$ cat src/hw/rtl/m3i_pkg.sv
package m3i_pkg;

   // fixed formats of the result fields
   localparam int OUT_FRAC   = 16;
   localparam int INV_WIDTH  = 32;
   // quotient bits kept before saturation: enough to tell 2^31 and above
   localparam int QUOT_BITS  = INV_WIDTH + 1;
   localparam int FRONT_DEPTH = 5;
   localparam int QUEUE_DEPTH = 2;

endpackage

$ cat src/hw/rtl/m3i_queue.sv
module m3i_queue #(
   parameter int WIDTH = 8
) (
   input  logic             clock,
   input  logic             reset,
   input  logic             push_valid,
   output logic             push_ready,
   input  logic [WIDTH-1:0] push_data,
   output logic             pop_valid,
   input  logic             pop_ready,
   output logic [WIDTH-1:0] pop_data
);
   import m3i_pkg::*;

   logic [WIDTH-1:0] entry_ff [QUEUE_DEPTH];
   logic [1:0]       cnt_ff;
   logic             wptr_ff;
   logic             rptr_ff;
   logic             push;
   logic             pop;

   assign push_ready = (cnt_ff != 2'(QUEUE_DEPTH));
   assign pop_valid  = (cnt_ff != 2'd0);
   assign push       = push_valid && push_ready;
   assign pop        = pop_valid && pop_ready;
   assign pop_data   = entry_ff[rptr_ff];

   always_ff @(posedge clock) begin
      if (reset) begin
         cnt_ff  <= 2'd0;
         wptr_ff <= 1'b0;
         rptr_ff <= 1'b0;
      end else begin
         if (push) begin
            wptr_ff <= !wptr_ff;
         end
         if (pop) begin
            rptr_ff <= !rptr_ff;
         end
         if (push && !pop) begin
            cnt_ff <= cnt_ff + 2'd1;
         end else if (pop && !push) begin
            cnt_ff <= cnt_ff - 2'd1;
         end
      end
   end

   always_ff @(posedge clock) begin
      if (push) begin
         entry_ff[wptr_ff] <= push_data;
      end
   end

   a_cnt_range : assert property (@(posedge clock) disable iff (reset)
      cnt_ff <= 2'(QUEUE_DEPTH))
      else $error("queue count out of range");

   a_ptr_match : assert property (@(posedge clock) disable iff (reset)
      (cnt_ff == 2'd0 || cnt_ff == 2'(QUEUE_DEPTH)) |-> (wptr_ff == rptr_ff))
      else $error("queue pointers disagree with count");

endmodule

$ cat config.mk
export PLATFORM = sky130hd
export DESIGN_NAME = m3i_queue
export DESIGN_NICKNAME = d
export VERILOG_FILES = /design/src/hw/rtl/m3i_pkg.sv /design/src/hw/rtl/m3i_queue.sv
export SDC_FILE = /design/constraint.sdc
export NUM_CORES = 1
export LEC_CHECK = 0
export BUFFER_PORTS_ARGS = -buffer_cell sky130_fd_sc_hd__buf_2
export CORE_MARGIN = 1.5
export CORE_UTILIZATION = 51
export CTS_BUF_LIST = sky130_fd_sc_hd__clkbuf_16
export DETAILED_ROUTE_END_ITERATION = 8
export PLACE_DENSITY = 0.78
export SYNTH_ARGS = -nofsm -noshare
export SYNTH_HDL_FRONTEND = slang
export SYNTH_SLANG_ARGS = --single-unit
$ cat constraint.sdc
create_clock -name clock -period 3.25 [get_ports clock]
set_input_delay 0.65 -clock clock [delete_from_list [all_inputs] [get_ports clock]]
set_output_delay 0.65 -clock clock [all_outputs]
set_load 0.01 [all_outputs]
# ---- Word-level counts from Yosys, hierarchy flattened
# Memories as Yosys holds them, arrays and structs flattened. A register that Yosys moved wholly into a read port is not among the register bits.
# Index checks and enable logic that the tools add are counted.
dict set report classes {
  n_addsub 2
  eq_ne 1
  mux 6
  n_reduce_logical 10
}
# op count
set ops {}
lappend ops {{$logic_and A1 B1 Y1} 4}
lappend ops {{$logic_not A1 Y1} 4}
lappend ops {{$mux W1} 4}
lappend ops {{$mux W2} 2}
lappend ops {{$reduce_bool A2 Y1} 2}
lappend ops {{$add A2 B1 Y2 const B} 1}
lappend ops {{$ne A2 B2 Y1 const B} 1}
lappend ops {{$sub A2 B1 Y2 const B} 1}
dict set report word_totals {
  reg_bits 4
  mem_bits_rw 16
  in_bits 12
  output_inout_bits 10
  wordCells 23
  memories 1
}
# memory words width rd rd_ports_with_merged_regs wr line_no
set mem_list {}
lappend mem_list {entry_ff 2 8 1 1 1 m3i_queue.sv:15} ;# logic [WIDTH-1:0] entry_ff [QUEUE_DEPTH];

# ---- Depth between registers and ports, before layout
# Gate-level depths: netlist of run 1.
dict set report logic_depth {
  depth_word 6
  mapped_depth 6
  mapped_depth_nobuf 6
}

# ---- Least setup slack after synthesis of run 1
# OpenSTA, ideal clock, no wires.
dict set report synth_path {
  path_type {input -> register}
  startpoint {input push_valid}
  endpoint {register cnt_ff[1]}
  setup_ns 0.070
  arrival_time_ns 1.565
  t_required_ns 3.180
  setup_slack_ns 1.615
  path_stages 4
  n_path_buf 0
  path_cell_list {and2_1 ha_1 or3_1 a21oi_1}
}
dict set report synth_via {
  elab_chain_cells 4
  word_cells_on_any_way 6
  classes_between {mux: 1; reduce/logical: 5}
}
# element line_no
set synth_rtl {}
lappend synth_rtl {{start: declaration} m3i_queue.sv:6} ;# input logic push_valid,
lappend synth_rtl {{$logic_and A1 B1 Y1 (*)} m3i_queue.sv:24} ;# assign push = push_valid && push_ready;
lappend synth_rtl {{$logic_not A1 Y1} m3i_queue.sv:42} ;# end else if (pop && !push) begin
lappend synth_rtl {{$logic_and A1 B1 Y1} m3i_queue.sv:42}
lappend synth_rtl {{$reduce_bool A2 Y1 (no line)} --}
lappend synth_rtl {{end signal: assignment} m3i_queue.sv:41} ;# cnt_ff <= cnt_ff + 2'd1;
lappend synth_rtl {{end signal: assignment} m3i_queue.sv:43} ;# cnt_ff <= cnt_ff - 2'd1;
lappend synth_rtl {{end: declaration} m3i_queue.sv:16} ;# logic [1:0] cnt_ff;
# Every way passes the cells marked *; elsewhere a longest branch is shown, timed or not.
# A chain may end at the register's enable or synchronous reset.

==> key figures, run 1 <==
CTS
  • Setup repair bufs after CTS: 0
  • CTS tree: done
  • Clock Latency Late Sink: 0.25 ns
  • Clk sinks: 21
  • CTS hold repair buffers: 0
  • Worst-path clk slew: 0.05 ns
  • H-tree depth: 1
  • CTS Buffer Depth: 2
  • Root Buffer: clkbuf_16
  • Cts repair resizes: 0
  • Num CTS Buffers: 3

STA
  • Max Fclk: 509 MHz
  • Slew headroom: 75.1%
  • Setup_tns: 0 ns
  • Setup-failing EPs final: 0
  • Max Transition Viols Final: 0
  • Pin slew with the least headroom to its limit: 0.370 ns
  • Final WS setup: 1.28 ns
  • Fin crit share: 60.5%
  • Worst Skew: 0.00184 ns
  • Tmin final: 1.97 ns
  • RSZ-0062 raised after global routing: no
  • Final Hold Fails: 0

Synthesis
  • Most common flop cell mapped by yosys: edfxtp_1
  • Most instantiated library cell after synthesis: edfxtp_1
  • Yosys Warn Count: 0
  • Seq/Total Area, Yosys: 72.0%
  • Top cell type's share of synthesized area: 59.6%
  • Mapped Area: 806 um^2
  • FFs w/ async S/R, synth: 0%
  • Post-Synthesis Cells: 49
  • Synthesized Nets: 62
  • Yosys top cell by area: edfxtp_1
  • Yosys cell types: 17
  • Synthesized area per cell: 16.4 um^2
  • Synth Register Bits: 21
  • Number of flops mapped to enable cells by yosys: 16
  • Post-synth top cells: 16 x edfxtp_1, 8 x mux2_2, 5 x dfxtp_1
  • Synth area leaders: edfxtp_1 60%, dfxtp_1 12%, mux2_2 11%

Floorplan
  • Initial Util: 54.1%
  • Core area: 1490 um^2
  • Die width: 42.8 um
  • Die height: 42.8 um
  • Site Rows: 14
  • Die area: 1830 um^2
  • # IOs: 22

Placed design
  • Area after DPL: 926 um^2
  • Routability cong.: 0.618
  • Dpl cells: 85
  • Dpl ws: 1.44 ns
  • IO buf count: 21
  • Dpl hpwl: 828 um

Global routing
  • GR Util met3: 5.53%
  • First-pass GRT wire length: 2010 um
  • Met1 Use GR: 17.8%
  • Vias in the first global route: 471
  • Global route overflow: 0
  • Initial antenna violation count: 0
  • GR peak layer: met2
  • Met2 global-route usage: 25.8%
  • Tot GR Track Use: 15.9%
  • Pin count of the biggest net entering global routing: 12

Setup path
  • Crit path max fanout: 8
  • Worst path top cell family by delay: flip-flops
  • Slowest stage cell, crit path: dfxtp_1
  • Crit-path cells: mux2_2 -> buf_2
  • Crit end category: output pin
  • CP bufs+invs: 1
  • Kind of critical path: reg2out
  • Critical Path Max Stage Delay: 0.53 ns
  • CP required: 2.60 ns
  • Crit start category: register
  • Critical Path AT: 1.32 ns

Drt
  • Vias per cell: 5.19
  • Drt wl/cell: 13.6 um
  • Vias: 462
  • Wirelength, routed: 1210 um
  • Iter 0 DRT Violations: 4
  • DRC viols: 0
  • Drt first pass iters: 4
  • Final ANT Viol Nets: 0

Finish
  • Post-route insts no fill: 89
  • P&R area growth vs syn: 24.7%
  • Final Cell Area: 1000 um^2
  • Layout cells sized above 1: 47.9%
  • Ant. Diodes: 0
  • Post-layout net count: 87

Pwr
  • Leakage power: 0.409 nW
  • Peak VDD IR: 551 uV
  • Power Density: 836 nW/um^2
  • Total power: 840 uW

Job
  • Max-cap viol count: 0

Hold path
  • Hold Crit Class: reg2reg

Run status
  • Status: completed
## logic make-up after synthesis
logic type,Yosys count,share of synthesized area [%]
and+or+nand+nor,9,7.14
AOI/OAI and AO/OA,5,3.73
DFF,21,72.1
xor gates and xnor gates,3,3.26
adders and majority gates,1,1.55
muxes,8,11.2
buffers and inverters,2,1.09
## report_power, final
| part | switching [mW] | internal (mW) | total (mW) |
|---|---|---|---|
| sequential | 0.0375 | 0.341 | 0.379 |
| clock | 0.0847 | 0.163 | 0.248 |
| combinational | 0.101 | 0.112 | 0.213 |
## registers in the layout (all words and copies together), names as in the netlist, named ones only
register,cells
entry_ff,16
cnt_ff,2
rptr_ff,1
wptr_ff,1
## stage by stage
| stage | util (%) | hold slack, ns |
|---|---|---|
| floorplan | - | 0.472 |
| global placement | 62.2 | 0.486 |
| detailed placement | 62.2 | 0.517 |
| CTS | 67.5 | 0.546 |
| global route | 67.5 | 0.580 |
| finish | 67.5 | 0.536 |
## worst paths after layout
kind / from / end / slack (ns) / cells past startpoint
setup / recovery: register / pop_data[6] / 1.28 / 2
hold / removal: rptr_ff$_SDFFE_PP0P_ / register / 0.54 / 2
setup reg to reg: cnt_ff[0]$_SDFFE_PP0P_ / cnt_ff[1]$_SDFFE_PP0P_ / 1.63 / 4
hold reg to reg: rptr_ff$_SDFFE_PP0P_ / register / 0.54 / 2
## cell type report
| cell class | count | area [um^2] |
|---|---|---|
| Clock buffer | 3 | 75.1 |
| Clock inverter | 1 | 3.75 |
| Fill cell | 113 | 484 |
| Inverter | 1 | 3.75 |
| Multi-Input combinational cell | 26 | 216 |
| Sequential cell | 21 | 581 |
| Tap cell | 16 | 20.0 |
| Timing Repair Buffer | 21 | 105 |
## tightest hold or removal path: cells and delay by family, from the launching register on
family | cells | cell delay [ns]
and+or+nand+nor | 1 | 0.08
DFF | 1 | 0.33
xor gates and xnor gates | 1 | 0.09
## layout by cell type, fill, tap and decap left out
cell,instances
xor2_1,3
ha_1,1
edfxtp_1,16
a21oi_1,2
and2_1,1
nand3b_1,1
o21ai_0,2
or3_1,1
nor2_1,3
clkbuf_16,3
inv_1,2
buf_2,21
a21bo_2,1
mux2_2,8
nand2b_4,1
and3_1,1
or2_2,1
dfxtp_1,5
## routing by layer
metal / vias up / wire, um
li1: 226 / -
met1: 217 / 507
met2: 17 / 616
met3: 2 / 69
met4: 0 / 18
met5: - / 0
Power figures use the tool's default switching activity.
==> inputs of run 2 (changes only) <==
--- a/config.mk
+++ b/config.mk
@@ -6,11 +6,12 @@
 export NUM_CORES = 1
 export LEC_CHECK = 0
 export BUFFER_PORTS_ARGS = -buffer_cell sky130_fd_sc_hd__buf_2
+export CORE_ASPECT_RATIO = 1.25
 export CORE_MARGIN = 1.5
-export CORE_UTILIZATION = 51
+export CORE_UTILIZATION = 44
 export CTS_BUF_LIST = sky130_fd_sc_hd__clkbuf_16
 export DETAILED_ROUTE_END_ITERATION = 8
-export PLACE_DENSITY = 0.78
+export PLACE_DENSITY = 0.72
 export SYNTH_ARGS = -nofsm -noshare
 export SYNTH_HDL_FRONTEND = slang
 export SYNTH_SLANG_ARGS = --single-unit
==> constraint.sdc (replaced) <==
create_clock -name clock -period 1.61 [get_ports clock]
set_input_delay 0.322 -clock clock [delete_from_list [all_inputs] [get_ports clock]]
set_output_delay 0.322 -clock clock [all_outputs]
set_load 0.01 [all_outputs]
==> run 2 against run 1 <==
First-iteration DRC count shrank 25%; cell area grew 2.9%; clock skew shrank 0.00089 ns; critical path depth grew 4; sequential power grew 100%; setup slack lost 1.2 ns; routed wire length grew 3.8%; die area grew 15%; power grew 110%; register-to-register slack lost 1.5 ns; final cell count grew 4.5%; clock power grew 100%; critical endpoint is now cnt_ff[1]$_SDFFE_PP0P_.
==> key figures, run 2 (synthesis gave the netlist of run 1 again) <==
Setup path
  • Critical Path AT: 1.68 ns
  • Crit-path cells: nand2b_4 -> and2_1 -> ha_4 -> xor2_1 -> or3_1 -> a21oi_1
  • R2R Path Start: cnt_ff[0]$_SDFFE_PP0P_
  • Crit path max fanout: 5
  • Crit end category: register
  • Kind of critical path: reg2reg
  • CP required: 1.79 ns
  • Slowest stage cell, crit path: dfxtp_2
  • Crit path from: cnt_ff[0]$_SDFFE_PP0P_
  • Crit start category: register
  • Critical Path Max Stage Delay: 0.34 ns

Global routing
  • Tot GR Track Use: 13.8%
  • Vias in the first global route: 445
  • First-pass GRT wire length: 1870 um
  • Initial antenna violation count: 0
  • Global route overflow: 0
  • Pin count of the biggest net entering global routing: 13

STA
  • Max Transition Viols Final: 0
  • Final WS setup: 0.103 ns
  • Setup_tns: 0 ns
  • Fin crit share: 93.6%
  • Setup-failing EPs final: 0
  • RSZ-0062 raised after global routing: no
  • Final Hold Fails: 0
  • Pin slew with the least headroom to its limit: 0.361 ns
  • Worst Skew: 0.000951 ns
  • Slew headroom: 76.0%
  • Tmin final: 1.51 ns
  • Max Fclk: 664 MHz
  • Hold Worst Slack: 0.261 ns

Run status
  • Status: completed

Drt
  • DRC viols: 0
  • Iter 0 DRT Violations: 3
  • Drt wl/cell: 13.5 um
  • Vias: 460
  • Wirelength, routed: 1260 um
  • Final ANT Viol Nets: 0
  • Vias per cell: 4.95
  • Drt first pass iters: 2

Finish
  • Layout cells sized above 1: 55.4%
  • Post-route insts no fill: 93
  • Biggest regs: entry_ff (16), cnt_ff (2)
  • Most common cell after layout, fill and taps aside: buf_2
  • Largest Register: entry_ff
  • Max reg flops: 16
  • Multi-input gate area: 229 um^2
  • Register area: 584 um^2
  • # fillers: 153
  • Commonest non-fill, non-tap cells in the layout: 21 x buf_2, 16 x edfxtp_1, 8 x mux2_2
  • P&R area growth vs syn: 28.3%
  • Post-layout net count: 88
  • Ant. Diodes: 0

Pwr
  • Total power: 1.75 mW
  • Power Density: 1690 nW/um^2
  • Peak VDD IR: 886 uV
  • Leakage power: 0.414 nW

Hold path
  • Hold_sp: push_data[6]
  • Hold Crit Class: in2reg

CTS
  • Num CTS Buffers: 3
  • CTS tree: done
  • CTS Buffer Depth: 2
  • CTS hold repair buffers: 0
  • H-tree depth: 1
  • Setup repair bufs after CTS: 0
  • Worst-path clk slew: 0.05 ns
  • Clock Latency Late Sink: 0.25 ns
  • Clk sinks: 21
  • Root Buffer: clkbuf_16

Floorplan
  • Die width: 41.3 um
  • Die area: 2100 um^2
  • Site Rows: 17
  • Die height: 50.8 um
  • Core area: 1740 um^2
  • Initial Util: 46.2%
  • # IOs: 22

Placed design
  • Dpl ws: 0.0368 ns
  • Routability cong.: 0.666
  • Dpl cells: 89
  • Dpl hpwl: 891 um
  • IO buf count: 21

Job
  • Max-cap viol count: 0
==> run 2: changes by cell type in the layout (fill, tap and decap cells not counted), sizes merged <==
cell / before / now
buf: 21 / 22
clkinv: 0 / 1
inv: 2 / 1
==> run 2: report_power, final <==
part | switching [mW] | internal, mW | total [mW]
logic | 0.216 | 0.254 | 0.469
registers | 0.0743 | 0.697 | 0.771
clock network | 0.172 | 0.333 | 0.505
==> run 2: timing repair <==
action	CTS	global route
resized for setup	1	4
gates cloned	0	0
endpoints found under the setup margin	8	1
pin swaps	0	1
==> run 2: final timing paths <==
check / endpoint / slack [ns] / depth (start not counted)
worst min register to register: rptr_ff$_SDFFE_PP0P_ / 0.51 / 2
worst max register to register: cnt_ff[1]$_SDFFE_PP0P_ / 0.10 / 6
worst min-delay path: entry_ff[0][6]$_DFFE_PP_ / 0.26 / 1
worst max-delay path: cnt_ff[1]$_SDFFE_PP0P_ / 0.10 / 6
==> run 2: final cells by class <==
type,instances,area share [%]
clock inverter,1,0.484
inverter,1,0.363
tap,19,2.30
sequential,21,56.5
timing repair buffer,22,10.9
clock buffer,3,7.26
multi-input combinational,26,22.2
==> run 2: metal layers <==
layer,global-route usage (%),part of all wire [%]
met1,16.9,41
met5,0,0
met2,20.8,52
met4,8.06,0.72
met3,3.91,5.6
==> run 2: stage by stage <==
step                util [%]  instance area [um^2]
floorplan                  -                   806
global placement        53.7                   937
detailed placement      53.7                   937
CTS                     58.4                  1020
global route            59.3                  1030
finish                  59.3                  1030
==> run 2: worst max-delay path, delay by kind of cell, from the launching register on <==
kind / cells / cell delay [ns]
and+or+nand+nor: 3 / 0.65
DFF: 1 / 0.34
adders and majority gates: 1 / 0.16
xor gates and xnor gates: 1 / 0.15
AOI/OAI and AO/OA: 1 / 0.14
==> inputs of run 3 (changes only) <==
--- a/config.mk
+++ b/config.mk
@@ -8,10 +8,10 @@
 export BUFFER_PORTS_ARGS = -buffer_cell sky130_fd_sc_hd__buf_2
 export CORE_ASPECT_RATIO = 1.25
 export CORE_MARGIN = 1.5
-export CORE_UTILIZATION = 44
+export CORE_UTILIZATION = 45
 export CTS_BUF_LIST = sky130_fd_sc_hd__clkbuf_16
 export DETAILED_ROUTE_END_ITERATION = 8
-export PLACE_DENSITY = 0.72
+export PLACE_DENSITY = 0.7
 export SYNTH_ARGS = -nofsm -noshare
 export SYNTH_HDL_FRONTEND = slang
 export SYNTH_SLANG_ARGS = --single-unit
==> constraint.sdc (replaced) <==
create_clock -name clock -period 1.83 [get_ports clock]
set_input_delay 0.366 -clock clock [delete_from_list [all_inputs] [get_ports clock]]
set_output_delay 0.366 -clock clock [all_outputs]
set_load 0.01 [all_outputs]
==> run 3 against run 2 <==
Critical path depth is 4 lower; cell area decreased by 2.5%; flip-flop and latch count unchanged; non-clock buffer count fell by 1; clock skew increased by 0.0028 ns; global-route usage down 0.46 points; worst hold slack better by 0.042 ns; via count up 1.5%; critical path type is now reg2out; highest routed layer unchanged.
==> key figures, run 3 (synthesis gave the netlist of run 1 again) <==
Run status
  • Status: completed

Floorplan
  • Die area: 2060 um^2
  • Core area: 1620 um^2
  • Die width: 40.9 um
  • Site Rows: 16
  • Die height: 50.3 um
  • # IOs: 22
  • Initial Util: 49.7%

Global routing
  • Vias in the first global route: 437
  • Pin count of the biggest net entering global routing: 12
  • Tot GR Track Use: 13.4%
  • Initial antenna violation count: 0
  • Global route overflow: 0
  • First-pass GRT wire length: 1740 um

Pwr
  • P_sw: 391 uW
  • Clk pwr share: 29.7%
  • Gate power share: 25.2%
  • Sw frac: 26.3%
  • Leakage power: 0.409 nW
  • P_int: 1.10 mW
  • Sequential share of power: 45.1%
  • Total power: 1.49 mW
  • Peak VDD IR: 995 uV
  • Power Density: 1480 nW/um^2

STA
  • Pin slew with the least headroom to its limit: 0.372 ns
  • Max Transition Viols Final: 0
  • Max Fclk: 602 MHz
  • RSZ-0062 raised after global routing: no
  • Final Hold Fails: 0
  • Setup-failing EPs final: 0
  • Setup_tns: 0 ns
  • Final WS setup: 0.168 ns
  • Tmin final: 1.66 ns
  • Fin crit share: 90.8%
  • Worst Skew: 0.00379 ns
  • Slew headroom: 75.2%

Finish
  • Layout cells sized above 1: 47.9%
  • Largest Register: entry_ff
  • Most common cell after layout, fill and taps aside: buf_2
  • Post-layout net count: 87
  • Post-Route Utilization: 62.1%
  • Max reg flops: 16
  • Ant. Diodes: 0
  • Commonest non-fill, non-tap cells in the layout: 21 x buf_2, 16 x edfxtp_1, 8 x mux2_2
  • P&R area growth vs syn: 25.0%
  • Biggest regs: entry_ff (16), cnt_ff (2)

CTS
  • Clock Latency Late Sink: 0.25 ns
  • Clk sinks: 21
  • Setup repair bufs after CTS: 0
  • CTS Buffer Depth: 2
  • Cts repair resizes: 0
  • Num CTS Buffers: 3
  • CTS tree: done
  • Worst-path clk slew: 0.05 ns
  • Root Buffer: clkbuf_16
  • CTS hold repair buffers: 0
  • H-tree depth: 1

Setup path
  • Critical Path Max Stage Delay: 0.53 ns
  • Worst path top cell family by delay: flip-flops
  • Crit start category: register
  • Slowest stage cell, crit path: dfxtp_1
  • Kind of critical path: reg2out
  • Worst r2r path cells: 4
  • Crit path max fanout: 8
  • Critical Path AT: 1.30 ns
  • CP bufs+invs: 1
  • Reg2Reg Setup Slack: 0.25 ns
  • Crit-path cells: mux2_2 -> buf_2
  • Crit end category: output pin
  • Reg-to-Reg End: cnt_ff[1]$_SDFFE_PP0P_
  • R2R Path Start: cnt_ff[0]$_SDFFE_PP0P_
  • CP required: 1.46 ns

Job
  • Max-cap viol count: 0

Drt
  • Drt first pass iters: 2
  • Vias: 467
  • Final ANT Viol Nets: 0
  • Wirelength, routed: 1160 um
  • DRC viols: 0
  • Iter 0 DRT Violations: 3
  • Drt wl/cell: 12.7 um
  • Vias per cell: 5.13

Hold path
  • Hold Crit Class: in2reg
  • Hold EP: entry_ff[0][4]$_DFFE_PP_
  • Hold_sp: push_data[4]
  • Worst Hold Depth: 1

Placed design
  • Routability cong.: 0.676
  • Dpl ws: 0.243 ns
  • Dpl hpwl: 857 um
  • IO buf count: 21
-- run 3: cell type report --
cell class,instances,area [um^2]
fillers,125,614
well taps,18,22.5
multi-input cells,26,216
clock buffers,3,75.1
repair buffers,21,105
flip-flops and latches,21,581
inverters,1,3.75
clock inverters,1,3.75
-- run 3: how the worst max path moves through the flow --
stage	end	slack, ns	cells after the start
5_1_grt	pop_data[0]	0.11	2
3_5_place_dp	cnt_ff[1]$_SDFFE_PP0P_	0.24	4
4_1_cts	pop_data[5]	0.14	2
6_report	pop_data[5]	0.17	2
2_1_floorplan	cnt_ff[1]$_SDFFE_PP0P_	0.31	5
3_3_place_gp	cnt_ff[1]$_SDFFE_PP0P_	0.31	5
-- run 3: worst register-to-register path: stages (launching register included) --
cell and delay, ns:
dfxtp_1 0.35, o21ai_0 0.32, ha_1 0.33, or3_1 0.37, a21oi_1 0.14
-- run 3: power by group through the flow --
stage | logic [mW] | clock network, mW | registers (mW)
final | 0.374 | 0.442 | 0.670
after global routing | 0.415 | 0.462 | 0.683
after CTS | 0.380 | 0.451 | 0.673
after detailed placement | 0.378 | 0 | 0.682
after global placement | 0.370 | 0 | 0.676
after floorplan | 0.289 | 0 | 0.648
-- run 3: routing by layer --
layer	share of wire, %	vias to the layer above	wire length (um)	GRT usage (%)
met4	4.6	0	53	13.3
met1	43	218	495	15.0
li1	-	227	-	-
met3	4.1	5	48	1.33
met2	48	17	559	20.1
met5	0	-	0	0
-- run 3: metrics by stage --
stage | instance area [um^2] | cells | hold WS [ns]
3_3_place_gp | 928 | 87 | 0.486
2_1_floorplan | 806 | 49 | 0.435
3_5_place_dp | 928 | 87 | 0.497
6_report | 1010 | 91 | 0.304
4_1_cts | 1010 | 91 | 0.298
5_1_grt | 1010 | 91 | 0.308
